File: config.mk
export PLATFORM = sky130hd
export DESIGN_NAME = cfmv_mac
export DESIGN_NICKNAME = d
export VERILOG_FILES = /design/src/cfmv_pkg.sv /design/src/cfmv_mac.sv
export SDC_FILE = /design/constraint.sdc
export NUM_CORES = 2
export LEC_CHECK = 0
export BUFFER_PORTS_ARGS = -buffer_cell sky130_fd_sc_hd__buf_4
export CELL_PAD_IN_SITES_DETAIL_PLACEMENT = 0
export CELL_PAD_IN_SITES_GLOBAL_PLACEMENT = 2
export CORE_MARGIN = 1.5
export CORE_UTILIZATION = 30
export CTS_CLUSTER_SIZE = 30
export DETAILED_ROUTE_END_ITERATION = 6
export PLACE_DENSITY_LB_ADDON = 0.05
export SLEW_MARGIN = 20
export SYNTH_ARGS = -nofsm -noshare
export SYNTH_HDL_FRONTEND = slang
export SYNTH_SLANG_ARGS = --single-unit
File: constraint.sdc
create_clock -name i_clk -period 22.3 [get_ports i_clk]
set_clock_uncertainty 0.15 [all_clocks]
set_input_delay 4.46 -clock i_clk [delete_from_list [all_inputs] [get_ports i_clk]]
set_output_delay 4.46 -clock i_clk [all_outputs]
set_load 0.01 [all_outputs]
File: src/cfmv_pkg.sv
// ----------------------------------------------------------------------------
// cfmv_pkg
// Types, constants and helpers of the curvature-from-motion-vectors unit.
// ----------------------------------------------------------------------------
`default_nettype none

package cfmv_pkg;

    localparam int DIM     = 3;
    localparam int NCOMP   = (DIM < 3) ? DIM : 3;
    localparam int NPAIR   = (NCOMP * (NCOMP - 1)) / 2;
    localparam int CIDX_W  = (NCOMP > 2) ? 2 : 1;
    localparam int PIDX_W  = (NPAIR > 2) ? 2 : 1;

    localparam int W_FIX   = 32;
    localparam int W_OP    = W_FIX + 1;
    localparam int W_PROD  = 2 * W_OP;
    localparam int W_ACC   = 6 * W_FIX;
    localparam int W_SHIFT = 3;
    localparam int STEP_W  = 6;

    localparam logic [W_FIX-1:0] RESET_MIN_ENERGY = 32'd4295;
    localparam logic [W_FIX-1:0] CURV_MAX         = 32'h7FFF_FFFF;

    // Last step index of each phase; a MAC phase reads the accumulator there.
    localparam logic [STEP_W-1:0] VV_DONE   = STEP_W'(NCOMP + 1);
    localparam logic [STEP_W-1:0] DIFF_DONE = 6'd3;
    localparam logic [STEP_W-1:0] SQ_DONE   = 6'd5;
    localparam logic [STEP_W-1:0] MV_DONE   = 6'd3;
    localparam logic [STEP_W-1:0] V2_DONE   = 6'd5;
    localparam logic [STEP_W-1:0] V3_DONE   = 6'd9;
    localparam logic [STEP_W-1:0] DIV_DONE  = 6'd63;
    localparam logic [STEP_W-1:0] SQRT_DONE = 6'd31;

    typedef enum logic [3:0] {
        S_IDLE,
        S_VV,
        S_DIFF,
        S_SQ,
        S_MV,
        S_V2,
        S_V3,
        S_SAT,
        S_DIV,
        S_SQRT,
        S_OUT
    } t_state;

    typedef enum logic {
        ACC_A,
        ACC_B
    } t_acc_sel;

    typedef struct packed {
        logic                valid;
        logic                clr;
        t_acc_sel            dst;
        logic [W_SHIFT-1:0]  shift;
    } t_mac_ctl;

    // First component index of pair k, pairs ordered (0,1), (0,2), (1,2).
    function automatic logic [CIDX_W-1:0] pair_first(input logic [PIDX_W-1:0] k);
        int n;
        logic [CIDX_W-1:0] r;
        n = 0;
        r = '0;
        for (int i = 0; i < NCOMP; i++) begin
            for (int j = i + 1; j < NCOMP; j++) begin
                if (n == int'(k)) begin
                    r = CIDX_W'(i);
                end
                n++;
            end
        end
        return r;
    endfunction

    // Second component index of pair k.
    function automatic logic [CIDX_W-1:0] pair_second(input logic [PIDX_W-1:0] k);
        int n;
        logic [CIDX_W-1:0] r;
        n = 0;
        r = '0;
        for (int i = 0; i < NCOMP; i++) begin
            for (int j = i + 1; j < NCOMP; j++) begin
                if (n == int'(k)) begin
                    r = CIDX_W'(j);
                end
                n++;
            end
        end
        return r;
    endfunction

endpackage

`default_nettype wire

File: src/cfmv_mac.sv
// ----------------------------------------------------------------------------
// cfmv_mac
// Shared signed 33x33 multiplier with a registered product and two wide
// accumulators; the product is added at a selectable 32-bit limb offset.
// ----------------------------------------------------------------------------
`default_nettype none

module cfmv_mac (
    input  wire                                  i_clk,
    input  wire                                  i_rst_n,
    input  wire cfmv_pkg::t_mac_ctl              i_ctl,
    input  wire logic signed [cfmv_pkg::W_OP-1:0] i_a,
    input  wire logic signed [cfmv_pkg::W_OP-1:0] i_b,
    output logic [cfmv_pkg::W_ACC-1:0]           o_acc_a,
    output logic [cfmv_pkg::W_ACC-1:0]           o_acc_b
);

    cfmv_pkg::t_mac_ctl                   r_ctl;
    logic signed [cfmv_pkg::W_PROD-1:0]   r_prod;
    logic [cfmv_pkg::W_ACC-1:0]           r_acc_a;
    logic [cfmv_pkg::W_ACC-1:0]           r_acc_b;
    logic [cfmv_pkg::W_ACC-1:0]           w_ext;
    logic [cfmv_pkg::W_ACC-1:0]           w_base;
    logic [cfmv_pkg::W_ACC-1:0]           n_acc;

    always_ff @(posedge i_clk) begin
        if (!i_rst_n) begin
            r_ctl <= '0;
        end else begin
            r_ctl <= i_ctl;
        end
    end

    always_ff @(posedge i_clk) begin
        r_prod <= cfmv_pkg::W_PROD'(i_a) * cfmv_pkg::W_PROD'(i_b);
    end

    always_comb begin
        w_ext = {{(cfmv_pkg::W_ACC - cfmv_pkg::W_PROD){r_prod[cfmv_pkg::W_PROD-1]}}, r_prod};
        if (r_ctl.clr) begin
            w_base = '0;
        end else if (r_ctl.dst == cfmv_pkg::ACC_B) begin
            w_base = r_acc_b;
        end else begin
            w_base = r_acc_a;
        end
        n_acc = w_base + (w_ext << {r_ctl.shift, 5'b0});
    end

    always_ff @(posedge i_clk) begin
        if (r_ctl.valid) begin
            if (r_ctl.dst == cfmv_pkg::ACC_B) begin
                r_acc_b <= n_acc;
            end else begin
                r_acc_a <= n_acc;
            end
        end
    end

    assign o_acc_a = r_acc_a;
    assign o_acc_b = r_acc_b;

endmodule

`default_nettype wire

[Yosys cells after proc, flatten, opt, wreduce, memory -nomap -nowiden]
Cells that the tools add are included.
Widths: inputs -> output; s select.
Cells by class
  add/subtract/negate cells: 1
  $mul: 1
  shifts and indexed selects: 1
  mux-type cells: 2
  bitwise logic cells: 1
  reductions and logical operators: 2
Operators with widths (count)
  $mux 192: 2
  $add 192x192->192: 1
  $shl 192x8->192: 1
  $mul 33x33->66: 1
  $reduce_and 2->1: 2
  $not 1->1: 1
Word-level totals
  flip-flop bits (word level): 456
  input port bits: 74
  output and inout port bits: 384
  word-level logic and storage cells: 15

[Depth between registers and ports, before layout]
  depth after elaboration: 3
  mapped depth: 33
  gate-level depth less buffers: 31

[Least setup slack after synthesis]
Ideal clock, no wire load.
  path kind: input to register
  start: input port i_a[32] (netlist bit)
  end: register r_prod[60] (netlist bit)
  library setup time: 0.123 ns
  arrival: 11.843 ns
  data required time: 22.027 ns
  slack: 10.184 ns
  stages: 25
  path buffers: 1
  path through: clkbuf_1 > nand2_1 > inv_1 > fa_1 > fa_1 > fa_1 > inv_1 > fa_1 > inv_1 > fa_1 > fa_1 > fa_1 > inv_1 > fa_1 > inv_1 > ha_1 > a41oi_1 > o21ai_0 > a21o_1 > a21o_1 > a21oi_1 > o21ai_1 > a31oi_1 > o31ai_1 > xnor2_1
On the way
  cells in the longest elaborated chain, start to end: 1
RTL lines
  from (decl): line cfmv_mac.sv:12  | input wire logic signed [cfmv_pkg::W_OP-1:0] i_a,
  $mul 33x33->66: line cfmv_mac.sv:35  | r_prod <= cfmv_pkg::W_PROD'(i_a) * cfmv_pkg::W_PROD'(i_b);
  to (signal assigned): line cfmv_mac.sv:35
  to (decl): line cfmv_mac.sv:19  | logic signed [cfmv_pkg::W_PROD-1:0] r_prod;
No other way between the ends.
A chain may end at the register's enable or synchronous reset.

[Worst setup path in the final report]
  start: input port i_b[9] (netlist bit)
  end: register r_prod[65] (netlist bit)
On the way
  cells in the longest elaborated chain, start to end: 1
RTL lines
  from (decl): line cfmv_mac.sv:13  | input wire logic signed [cfmv_pkg::W_OP-1:0] i_b,
  $mul 33x33->66: line cfmv_mac.sv:35
No other way between the ends.

==> flow_summary_export.csv <==
group,metric,value,unit
status,status,"complete, but fails checks",
status,violations,"DRC",
floorplanning,die_h,485,microns
setup_path,startpoint_type,"input pin",
timing,min_period,12.39,ns
global_routing,grt_overflow_total,0,
clock_tree,cts_tree,"done",
logic_synthesis,yosysUniqueCellTypes,88,
floorplanning,die_area,235000,sq um
logic_synthesis,synth_fa_ha_area_share,40.3,%
timing,fmax,80.7,MHz
clock_tree,postCtsSetupRepairBufs,0,
final_layout,final_nets,9349,
logic_synthesis,synthArstFlopShare,0,%
logic_synthesis,ys_top_cells_by_area,"fa_1, edfxtp_1, ha_1, inv_1, and2_1",
logic_synthesis,synth_edf_count,384,
global_routing,grt_max_degree,78,
final_layout,synthToLayoutAreaGrowth,11.1,%
setup_path,cp_slowest_cell,"a211oi_1",
timing,setup_violations,0,
setup_path,cp.arrival,12.75,ns
global_routing,track_usage,24.1,%
timing,max_slew_margin,23.4,%
logic_synthesis,yosysTopAreaCell,"fa_1",
final_layout,final_cell_count_no_fill,10793,
placement,dpl.hpwl,232,mm
routing,viasPerCell,4.98,
routing,routed_wl,286,mm
final_layout,n_fill_cell,24114,
logic_synthesis,yosys_warnings,0,
clock_tree,cts_buffers,47,
run,maxCapViolations,0,
clock_tree,cts_max_level,2,
logic_synthesis,ys_seq_area_share,18.7,%
logic_synthesis,synth-compound-area-share,10.3,%
floorplanning,initial_core_util,30.2,%
setup_path,cp_common_cell,"fa_1",
floorplanning,pin_count,458,
routing,routedWlPerCell,26.5,microns
logic_synthesis,synthCells,7569,
setup_path,max_stage_delay,0.68,ns
hold_path,min_to,"o_acc_b[167]",
timing,final_hold_viol_count,0,
logic_synthesis,yosysTopAreaCellShare,33.0,%
setup_path,path_max_fanout,33,
placement,numPortBuffers,457,
setup_path,r2r_end,"o_acc_a[186]",
setup_path,required,22.67,ns
timing,fin_ws,9.91,ns
routing,ant_nets,0,
floorplanning,core,230000,sq um
global_routing,grt_pass1_wl,414,mm
clock_tree,insertion_delay,0.64,ns
clock_tree,clock_tree.root_cell,"clkbuf_16",
timing,setup_tns,0,ns
logic_synthesis,ys.flop_type,"edfxtp_1",
setup_path,ff2ff_setup_slack,14.40,ns
logic_synthesis,syn_area_per_cell,9.19,sq um
setup_path,cp-end-kind,"register",
clock_tree,clock_sinks,456,
floorplanning,die_w,485,microns
global_routing,antenna_found_initial,15,
clock_tree,postCtsHoldBufs,0,
floorplanning,row_count,176,
setup_path,r2r_cells,17,
placement,gp_congestion,0.911,
placement,dp_worst_setup_slack,9.15,ns
global_routing,grt_pass1_vias,57285,
routing,wl_met2,135,mm
timing,tightest_slew,1.12,ns
clock_tree,clk_pin_slew,0.07,ns
routing,drt-initial-drc-count,3185,
logic_synthesis,yosys.area_share.simple,15.4,%
placement,dpl_cell_area,75700,sq um
timing,finalCritPeriodShare,55.5,%
setup_path,regToRegStartpoint,"r_ctl[0]",
setup_path,crit_type,"input pin to register",
timing,maxSlewViolCount,0,
logic_synthesis,ys_seq_elements,456,
hold_path,whs_path_depth,1,
final_layout,design_area,77300,sq um
routing,vias,53707,
hold_path,hold_path_startpoint,"r_ctl[5]",
routing,drc,2,
routing,routed.top_layer,"met5",
logic_synthesis,synth_area,69600,sq um
hold_path,hold_path_class,"register to register",
timing,rsz0062_at_grt,"no",
routing,wl_met3,10.7,mm
clock_tree,clock_path_buffers,3,
final_layout,drive_gt1_share,8.27,%
placement,dp.cells,10698,
logic_synthesis,synthMuxAreaShare,3.25,%
routing,wl_met1,134,mm
logic_synthesis,synth_nets,9197,
logic_synthesis,synth_top_family_by_area,"adder cells",
routing,firstDrtPassIters,7,
logic_synthesis,synth-xor-area-share,3.31,%
clock_tree,post_cts_resized,0,
final cells by class:
class / instances / area [sq um] / area share [%]
timing repair buffer: 513 / 3860 / 5.00
sequential: 456 / 13000 / 16.8
clock buffer: 55 / 1230 / 1.59
multi-input combinational: 5489 / 50500 / 65.4
antenna: 8 / 20.0 / 0.0259
clock inverter: 32 / 305 / 0.395
tap: 3026 / 3790 / 4.90
inverter: 1214 / 4560 / 5.90
synth_stat cells, types with 10 or more instances:
cell type and instances:
inv_1 1214, fa_1 1146, nand2_1 806, and2_1 590, nor2_1 512, a21oi_1 496
ha_1 408, edfxtp_1 384, clkbuf_1 369, o21ai_0 270, mux2i_1 225, xnor2_1 180
nand4_1 107, a21o_1 100, xor2_1 83, o21bai_1 78, dfxtp_1 72, nor3_1 61
a31oi_1 55, nand3_1 43, nand2b_1 35, buf_1 28, nor2b_1 27, o21a_1 27
or3_1 22, a211oi_1 19, o21ai_1 18, a21boi_0 14, buf_2 11, o31ai_1 11
nor4_1 10, o211ai_1 10
layout by cell type (no fill, tap or decap), types with 107 or more instances in the layout:
master	n
mux2i_1	223
nand2_1	806
xnor2_1	180
o21ai_0	270
nand4_1	107
nor2_1	510
edfxtp_1	384
and2_1	589
inv_1	1214
buf_4	512
a21oi_1	496
ha_1	408
fa_1	1146
per-layer routing:
layer  vias to the layer above  GRT usage (%)
met2                      1338           40.1
li1                      24429              -
met1                     27724           34.2
met5                         -              0
met3                       212           1.58
met4                         4           5.41
state kept, by name, summed over array words and instances, names as in the netlist:
signal   cells
o_acc_a    192
o_acc_b    192
r_ctl        6
r_prod      66
metrics by stage:
step | util (%) | hold WS (ns)
2_1_floorplan | - | 0.522
3_3_place_gp | 32.9 | 0.746
3_5_place_dp | 32.9 | 0.751
4_1_cts | 33.5 | 0.774
5_1_grt | 33.5 | 0.798
6_report | 33.5 | 0.745
logic make-up (layout without fill, tap and decap cells):
family,after synthesis,in the layout
compound gates,1194,1194
xor+xnor,263,263
fa+ha+maj,1554,1554
buf+inv,1624,1814
flops,456,456
mux,226,226
other cells,0,8
simple gates,2252,2252
how the worst max path moves through the flow:
stage	cells after the start	startpoint	slack, ns	to
after floorplan	25	i_a[32]	10.18	r_prod[60]
after global placement	30	i_a[24]	9.21	r_prod[65]
after detailed placement	30	i_a[24]	9.15	r_prod[65]
after CTS	30	i_a[24]	9.82	r_prod[65]
after global routing	26	i_b[6]	9.32	r_prod[58]
final	29	i_b[9]	9.91	r_prod[65]
critical path, delay by kind of cell:
kind                     cells  cell delay, ns
buffers and inverters        6            0.71
XOR/XNOR                     1            0.14
adder cells (fa/ha/maj)      9            4.32
AO/OA/AOI/OAI                8            2.04
AND/OR/NAND/NOR              5            1.04
Power is left out: the tool's default activity adds up to more than one toggle a clock period on the data nets, which glitch-free logic cannot reach.
